--- src/hw/rtl/assert_macros.svh ---
// assertion macros shared by the rtl of the two-locus step block
// each macro assumes clk and rst_n in the scope where it is used
`ifndef ASSERT_MACROS_SVH
`define ASSERT_MACROS_SVH

// plain invariant, checked at every clock edge out of reset
`define TLBD_ASSERT(lbl, cond, msg) \
    lbl: assert property (@(posedge clk) disable iff (!rst_n) (cond)) else $error(msg);

// same-cycle implication
`define TLBD_ASSERT_IMP(lbl, ante, cons, msg) \
    lbl: assert property (@(posedge clk) disable iff (!rst_n) (ante) |-> (cons)) \
        else $error(msg);

// next-cycle implication
`define TLBD_ASSERT_NXT(lbl, ante, cons, msg) \
    lbl: assert property (@(posedge clk) disable iff (!rst_n) (ante) |=> (cons)) \
        else $error(msg);

`endif

--- src/hw/rtl/tlbd_pkg.sv ---
// package for the two-locus birth-death step block
// widths, codes, sequencer types; no dependencies
package tlbd_pkg;

    localparam int COUNT_BITS   = 16;
    localparam int DRAW_BITS    = 32;
    localparam int RATE_BITS    = 24;
    localparam int RECOMB_BITS  = 17;
    localparam int FRAC_BITS    = 16;
    localparam int NUM_EVENTS   = 8;
    localparam int EV_BITS      = 4;
    localparam int EVW          = $clog2(NUM_EVENTS);
    localparam int CFG_IDX_BITS = 3;
    localparam int CFG_DATA_BITS = 24;

    // operand widths of the event weight arithmetic
    localparam int GRP_BITS   = COUNT_BITS + 1;
    localparam int SUM_BITS   = COUNT_BITS + 2;
    localparam int BSUM_BITS  = GRP_BITS + RATE_BITS + 1;
    localparam int PQ_BITS    = 2 * COUNT_BITS;
    localparam int RDL_BITS   = PQ_BITS + RECOMB_BITS;
    localparam int S2_BITS    = 2 * SUM_BITS;
    localparam int BASE_BITS  = COUNT_BITS + SUM_BITS;
    localparam int SHARE_BITS = BASE_BITS + FRAC_BITS + 1;
    localparam int ND_BITS    = COUNT_BITS + RATE_BITS;
    localparam int TOT_BITS   = BSUM_BITS + SHARE_BITS + 3;

    // limb arithmetic of the shared multiplier
    localparam int LIMB      = 32;
    localparam int ACC_LIMBS = (TOT_BITS + DRAW_BITS + LIMB - 1) / LIMB;
    localparam int ACC_W     = ACC_LIMBS * LIMB;
    localparam int LC_W      = $clog2(ACC_LIMBS + 1);
    localparam int LI_W      = $clog2(ACC_LIMBS);
    localparam int SH_W      = LI_W + 1;

    localparam int L_GRP   = (GRP_BITS + LIMB - 1) / LIMB;
    localparam int L_RATE  = (RATE_BITS + LIMB - 1) / LIMB;
    localparam int L_CNT   = (COUNT_BITS + LIMB - 1) / LIMB;
    localparam int L_PQ    = (PQ_BITS + LIMB - 1) / LIMB;
    localparam int L_RR    = (RECOMB_BITS + LIMB - 1) / LIMB;
    localparam int L_SUM   = (SUM_BITS + LIMB - 1) / LIMB;
    localparam int L_BSUM  = (BSUM_BITS + LIMB - 1) / LIMB;
    localparam int L_SHARE = (SHARE_BITS + LIMB - 1) / LIMB;
    localparam int L_ND    = (ND_BITS + LIMB - 1) / LIMB;
    localparam int L_S2    = (S2_BITS + LIMB - 1) / LIMB;
    localparam int L_TOT   = (TOT_BITS + LIMB - 1) / LIMB;
    localparam int L_DRAW  = (DRAW_BITS + LIMB - 1) / LIMB;

    typedef logic [ACC_W-1:0] wide_t;

    localparam logic [RECOMB_BITS-1:0] RATE_ONE   = RECOMB_BITS'(1) << FRAC_BITS;
    localparam logic [RATE_BITS-1:0]   RATE_RESET = RATE_BITS'(1) << FRAC_BITS;
    localparam logic [EV_BITS-1:0]     EV_NONE    = EV_BITS'(NUM_EVENTS);

    localparam logic OPC_STEP = 1'b0;
    localparam logic OPC_LOAD = 1'b1;

    localparam logic [CFG_IDX_BITS-1:0] REG_BIRTH_BIG_A   = CFG_IDX_BITS'(0);
    localparam logic [CFG_IDX_BITS-1:0] REG_BIRTH_SMALL_A = CFG_IDX_BITS'(1);
    localparam logic [CFG_IDX_BITS-1:0] REG_DEATH_BIG_A   = CFG_IDX_BITS'(2);
    localparam logic [CFG_IDX_BITS-1:0] REG_DEATH_SMALL_A = CFG_IDX_BITS'(3);
    localparam logic [CFG_IDX_BITS-1:0] REG_RECOMB        = CFG_IDX_BITS'(4);

    typedef enum logic [1:0] {
        STS_OK,
        STS_EMPTY,
        STS_RATE_ZERO,
        STS_SATURATED
    } status_t;

    typedef enum logic [2:0] {
        FSM_IDLE,
        FSM_GO,
        FSM_WAIT,
        FSM_SCAN,
        FSM_UPDATE,
        FSM_OUT
    } fsm_t;

    typedef enum logic [3:0] {
        OP_BSUM_A,
        OP_BSUM_B,
        OP_P,
        OP_Q,
        OP_RDL,
        OP_S2,
        OP_BASE,
        OP_BIRTH,
        OP_ND,
        OP_DEATH,
        OP_THR
    } op_t;

    typedef struct packed {
        logic            start;
        logic [LC_W-1:0] na;
        logic [LC_W-1:0] nb;
    } mul_cmd_t;

endpackage

--- src/hw/rtl/tlbd_mul.sv ---
// shared multi-limb multiplier: one 32x32 product per cycle into a wide accumulator
// depends on tlbd_pkg; operands must hold steady while a product runs
`include "assert_macros.svh"

module tlbd_mul (
    input  logic               clk,
    input  logic               rst_n,
    input  tlbd_pkg::mul_cmd_t cmd,
    input  tlbd_pkg::wide_t    a,
    input  tlbd_pkg::wide_t    b,
    input  tlbd_pkg::wide_t    init,
    output logic               done,
    output tlbd_pkg::wide_t    res
);

    logic                           run_reg;
    logic [tlbd_pkg::LI_W-1:0]      i_reg;
    logic [tlbd_pkg::LI_W-1:0]      j_reg;
    logic                           pv_reg;
    logic                           plast_reg;
    logic                           done_reg;
    logic [2*tlbd_pkg::LIMB-1:0]    prod_reg;
    logic [tlbd_pkg::SH_W-1:0]      sh_reg;
    tlbd_pkg::wide_t                acc_reg;

    logic [tlbd_pkg::LIMB-1:0]      a_limb;
    logic [tlbd_pkg::LIMB-1:0]      b_limb;
    logic                           j_last;
    logic                           i_last;
    tlbd_pkg::wide_t                addend;

    assign a_limb = a[int'(i_reg) * tlbd_pkg::LIMB +: tlbd_pkg::LIMB];
    assign b_limb = b[int'(j_reg) * tlbd_pkg::LIMB +: tlbd_pkg::LIMB];
    assign j_last = tlbd_pkg::LC_W'(j_reg) == cmd.nb - tlbd_pkg::LC_W'(1);
    assign i_last = tlbd_pkg::LC_W'(i_reg) == cmd.na - tlbd_pkg::LC_W'(1);
    assign addend = tlbd_pkg::wide_t'(prod_reg) << (int'(sh_reg) * tlbd_pkg::LIMB);

    always_ff @(posedge clk or negedge rst_n)
    begin
        if (!rst_n)
        begin
            run_reg   <= 1'b0;
            i_reg     <= '0;
            j_reg     <= '0;
            pv_reg    <= 1'b0;
            plast_reg <= 1'b0;
            done_reg  <= 1'b0;
        end
        else
        begin
            done_reg <= pv_reg && plast_reg;
            if (cmd.start)
            begin
                run_reg   <= 1'b1;
                i_reg     <= '0;
                j_reg     <= '0;
                pv_reg    <= 1'b0;
                plast_reg <= 1'b0;
            end
            else if (run_reg)
            begin
                pv_reg    <= 1'b1;
                plast_reg <= i_last && j_last;
                if (j_last)
                begin
                    j_reg <= '0;
                    i_reg <= i_reg + 1'b1;
                    if (i_last)
                    begin
                        run_reg <= 1'b0;
                    end
                end
                else
                begin
                    j_reg <= j_reg + 1'b1;
                end
            end
            else
            begin
                pv_reg    <= 1'b0;
                plast_reg <= 1'b0;
            end
        end
    end

    always_ff @(posedge clk)
    begin
        prod_reg <= a_limb * b_limb;
        sh_reg   <= tlbd_pkg::SH_W'(i_reg) + tlbd_pkg::SH_W'(j_reg);
        if (cmd.start)
        begin
            acc_reg <= init;
        end
        else if (pv_reg && (sh_reg < tlbd_pkg::SH_W'(tlbd_pkg::ACC_LIMBS)))
        begin
            acc_reg <= acc_reg + addend;
        end
    end

    assign done = done_reg;
    assign res  = acc_reg;

    `TLBD_ASSERT_IMP(a_start_idle, cmd.start, !run_reg && !pv_reg && !done_reg, "mul started while busy")
    `TLBD_ASSERT_NXT(a_done_after_last, pv_reg && plast_reg, done_reg, "mul done missing")
    `TLBD_ASSERT_NXT(a_done_pulse, done_reg, !done_reg, "mul done longer than one cycle")

endmodule

--- config.mk ---
export PLATFORM = sky130hd
export DESIGN_NAME = tlbd_mul
export DESIGN_NICKNAME = d
export VERILOG_FILES = /design/src/hw/rtl/tlbd_pkg.sv /design/src/hw/rtl/tlbd_mul.sv
export VERILOG_INCLUDE_DIRS = /design/src /design/src/hw/rtl
export SDC_FILE = /design/constraint.sdc
export NUM_CORES = 2
export LEC_CHECK = 0
export ABC_AREA = 1
export BUFFER_PORTS_ARGS = -buffer_cell sky130_fd_sc_hd__buf_2
export CORE_MARGIN = 1
export CORE_UTILIZATION = 57
export CTS_CLUSTER_DIAMETER = 100
export DETAILED_ROUTE_END_ITERATION = 8
export PLACE_DENSITY = 0.83
export SYNTH_ARGS = -nofsm -noshare
export SYNTH_HDL_FRONTEND = slang
export SYNTH_SLANG_ARGS = --single-unit
export TNS_END_PERCENT = 100
--- constraint.sdc ---
create_clock -name clk -period 10.5 [get_ports clk]
set_input_delay 2.1 -clock clk [delete_from_list [all_inputs] [get_ports clk]]
set_output_delay 2.1 -clock clk [all_outputs]
set_load 0.03 [all_outputs]
==> metrics.txt <==
Congestion Overflow GR 0; worst-path fanout max 28; Mapped Area 57,400 sq um; post-route insts no fill 10,141; Worst-Skew Late Latency 0.59 ns; Placer Congestion 1.11; min cycle time layout 9.81 ns; critical path arrival 10.28 ns; largest net degree at the start of global routing 94; ys async rst share 3.94%; Synth cell types 47; Final setup violation count 0; Mapped Cells 8,355; first-pass GRT wire length 368,000 microns; Rows 116; Slew Limit Fails 0; Placed Instances 10,094; P&R area growth vs syn 8.78%; Synth Net Count 10,039; Synth top cells by count nand2_1, inv_1, nor2_1; hold_buf cts 0; number of antenna violations at the first check in global routing 9; Synth Register Bits 203; Worst Clk Skew 0.0203 ns; CP Class in -> reg; number of DRC markers in iteration 0 6,374; H-Tree Depth 1; register area share after synthesis 9.38%; most frequent cell after synthesis nand2_1; Fin Setup TNS 0 ns; Vias/cell 5.69; dpl hpwl 214,000 microns; Pre-antenna DRT Iters 9; core area 99,900 sq um; status complete, no violations; DIE HEIGHT 319 microns; max_slew headroom 10.5%; fillers 9,287; Initial Util 57.5%; RSZ-0062 raised after global routing no; drt wl/cell 25.0 microns; Final nets 10,505; crit share post-route 93.5%; clk sink count 203; die area 102,000 sq um; Avg Cell Area, Syn 6.87 sq um; drc violations 0; I/O pin cnt 522; Clk pin slew, worst setup/hold paths 0.06 ns; die width 319 microns; Num CTS Buffers 23; Via Count 57,750; final WL 253,000 microns; Max Clk Rate 0.102 GHz; CTS tree yes; Final ANT Viol Nets 0; Tot GR Track Use 49.6%; Worst setup SP type primary input; top_reg_cell synth edfxtp_1; Area contributors post-synth fa_1, nand2_1, inv_1; largest area contributor in the netlist fa_1; post-synth top area share 31.3%; crit path capture type register; worst min path class reg -> reg; final hold vios 0; Crit path required time 10.96 ns; Post-synth EDFFs 128; clk root buf clkbuf_16; Setup Buffers After CTS 0; Max Cap Viol 0; fraction of layout cells with a size suffix above 1 10.8%; clk buf depth 3; Slew @ Worst Pin 1.33 ns; post-CTS sizing 0; Port Buf Inserts 521; vias in the first global route 58,610; max reg flops 128; Synth Warn # 0
## path summary, 6_finish.rpt
check,slack (ns),endpoint,depth (start not counted),startpoint
max,0.69,prod_reg[59],26,b[37]
max reg2reg,1.11,prod_reg[59],25,j_reg[1]
min reg2reg,0.44,done,2,plast_reg
max in group asynchronous,8.95,j_reg[0],1,rst_n
min,0.44,done,2,plast_reg
min in group asynchronous,1.36,i_reg[0],1,rst_n
## layout by cell type (no fill, tap or decap), types with 15 or more instances in the layout
master	count
nand2_2	17
dfxtp_1	67
edfxtp_1	128
nor2_2	47
o21ai_1	22
a32oi_4	26
nand4_1	27
a21oi_1	237
nor2_1	1119
inv_1	1852
o21bai_1	19
nor3_1	33
a32oi_1	21
xnor2_1	65
xor2_1	43
fa_1	898
nand3_1	211
nand3_2	16
clkbuf_16	24
nand2_1	2526
a32oi_2	17
ha_1	393
o21ai_0	116
a21o_1	15
inv_2	73
o22ai_1	28
buf_4	165
buf_2	520
## cell type report
cell class | instances | area, sq um | area share, %
multi-input cells | 5979 | 43600 | 69.8
inverters | 1929 | 7240 | 11.6
flip-flops and latches | 203 | 5390 | 8.63
repair buffers | 685 | 3840 | 6.15
well taps | 1298 | 1620 | 2.60
clock buffers | 30 | 633 | 1.01
clock inverters | 11 | 91.3 | 0.146
diodes | 6 | 15.0 | 0.0240
## critical path, cell delays in order
cell and delay, ns:
buf_2 0.08, nand2_1 0.05, a32oi_2 0.69, inv_2 0.53
nor2_1 0.33, fa_1 0.46, fa_1 0.44, fa_1 0.56
inv_1 0.15, fa_1 0.53, inv_1 0.05, fa_1 0.49
fa_1 0.60, fa_1 0.45, fa_1 0.44, ha_1 0.39
a21oi_1 0.28, o21ai_0 0.24, a21oi_1 0.36, o21ai_0 0.28
a21oi_1 0.34, inv_1 0.08, nand3_1 0.10, nand2_1 0.07
nand2_1 0.06, nand2_1 0.06
## kinds of logic (layout without fill, tap and decap cells)
| kind of cell | after synthesis | count (layout) | share of synthesized area (%) |
|---|---|---|---|
| muxes | 3 | 3 | 0.0523 |
| adders and majority gates | 1291 | 1291 | 39.9 |
| and+or+nand+nor | 4045 | 4045 | 27.9 |
| xor gates and xnor gates | 108 | 108 | 1.65 |
| DFF | 203 | 203 | 9.38 |
| other | 0 | 6 | 0 |
| buffers and inverters | 2173 | 2655 | 14.7 |
| AOI/OAI and AO/OA | 532 | 532 | 6.44 |
## routing by layer
metal	vias to the layer above	global-route usage (%)	part of all wire (%)
met5	-	0	0.047
met4	14	45.7	12
met3	1163	13.2	11
met2	3931	78.0	44
met1	27067	54.7	33
li1	25575	-	-
## per-stage QoR
step	hold slack (ns)	area, sq um	utilization (%)	setup WS (ns)
floorplan	0.413	57400	-	0.410
global placement	0.421	61700	61.8	0.389
detailed placement	0.427	61700	61.8	0.317
CTS	0.440	62400	62.5	0.908
global route	0.470	62400	62.5	0.431
finish	0.440	62400	62.5	0.688
Power is left out: the tool's default activity adds up to more than one toggle a clock period on the data nets, which glitch-free logic cannot reach.
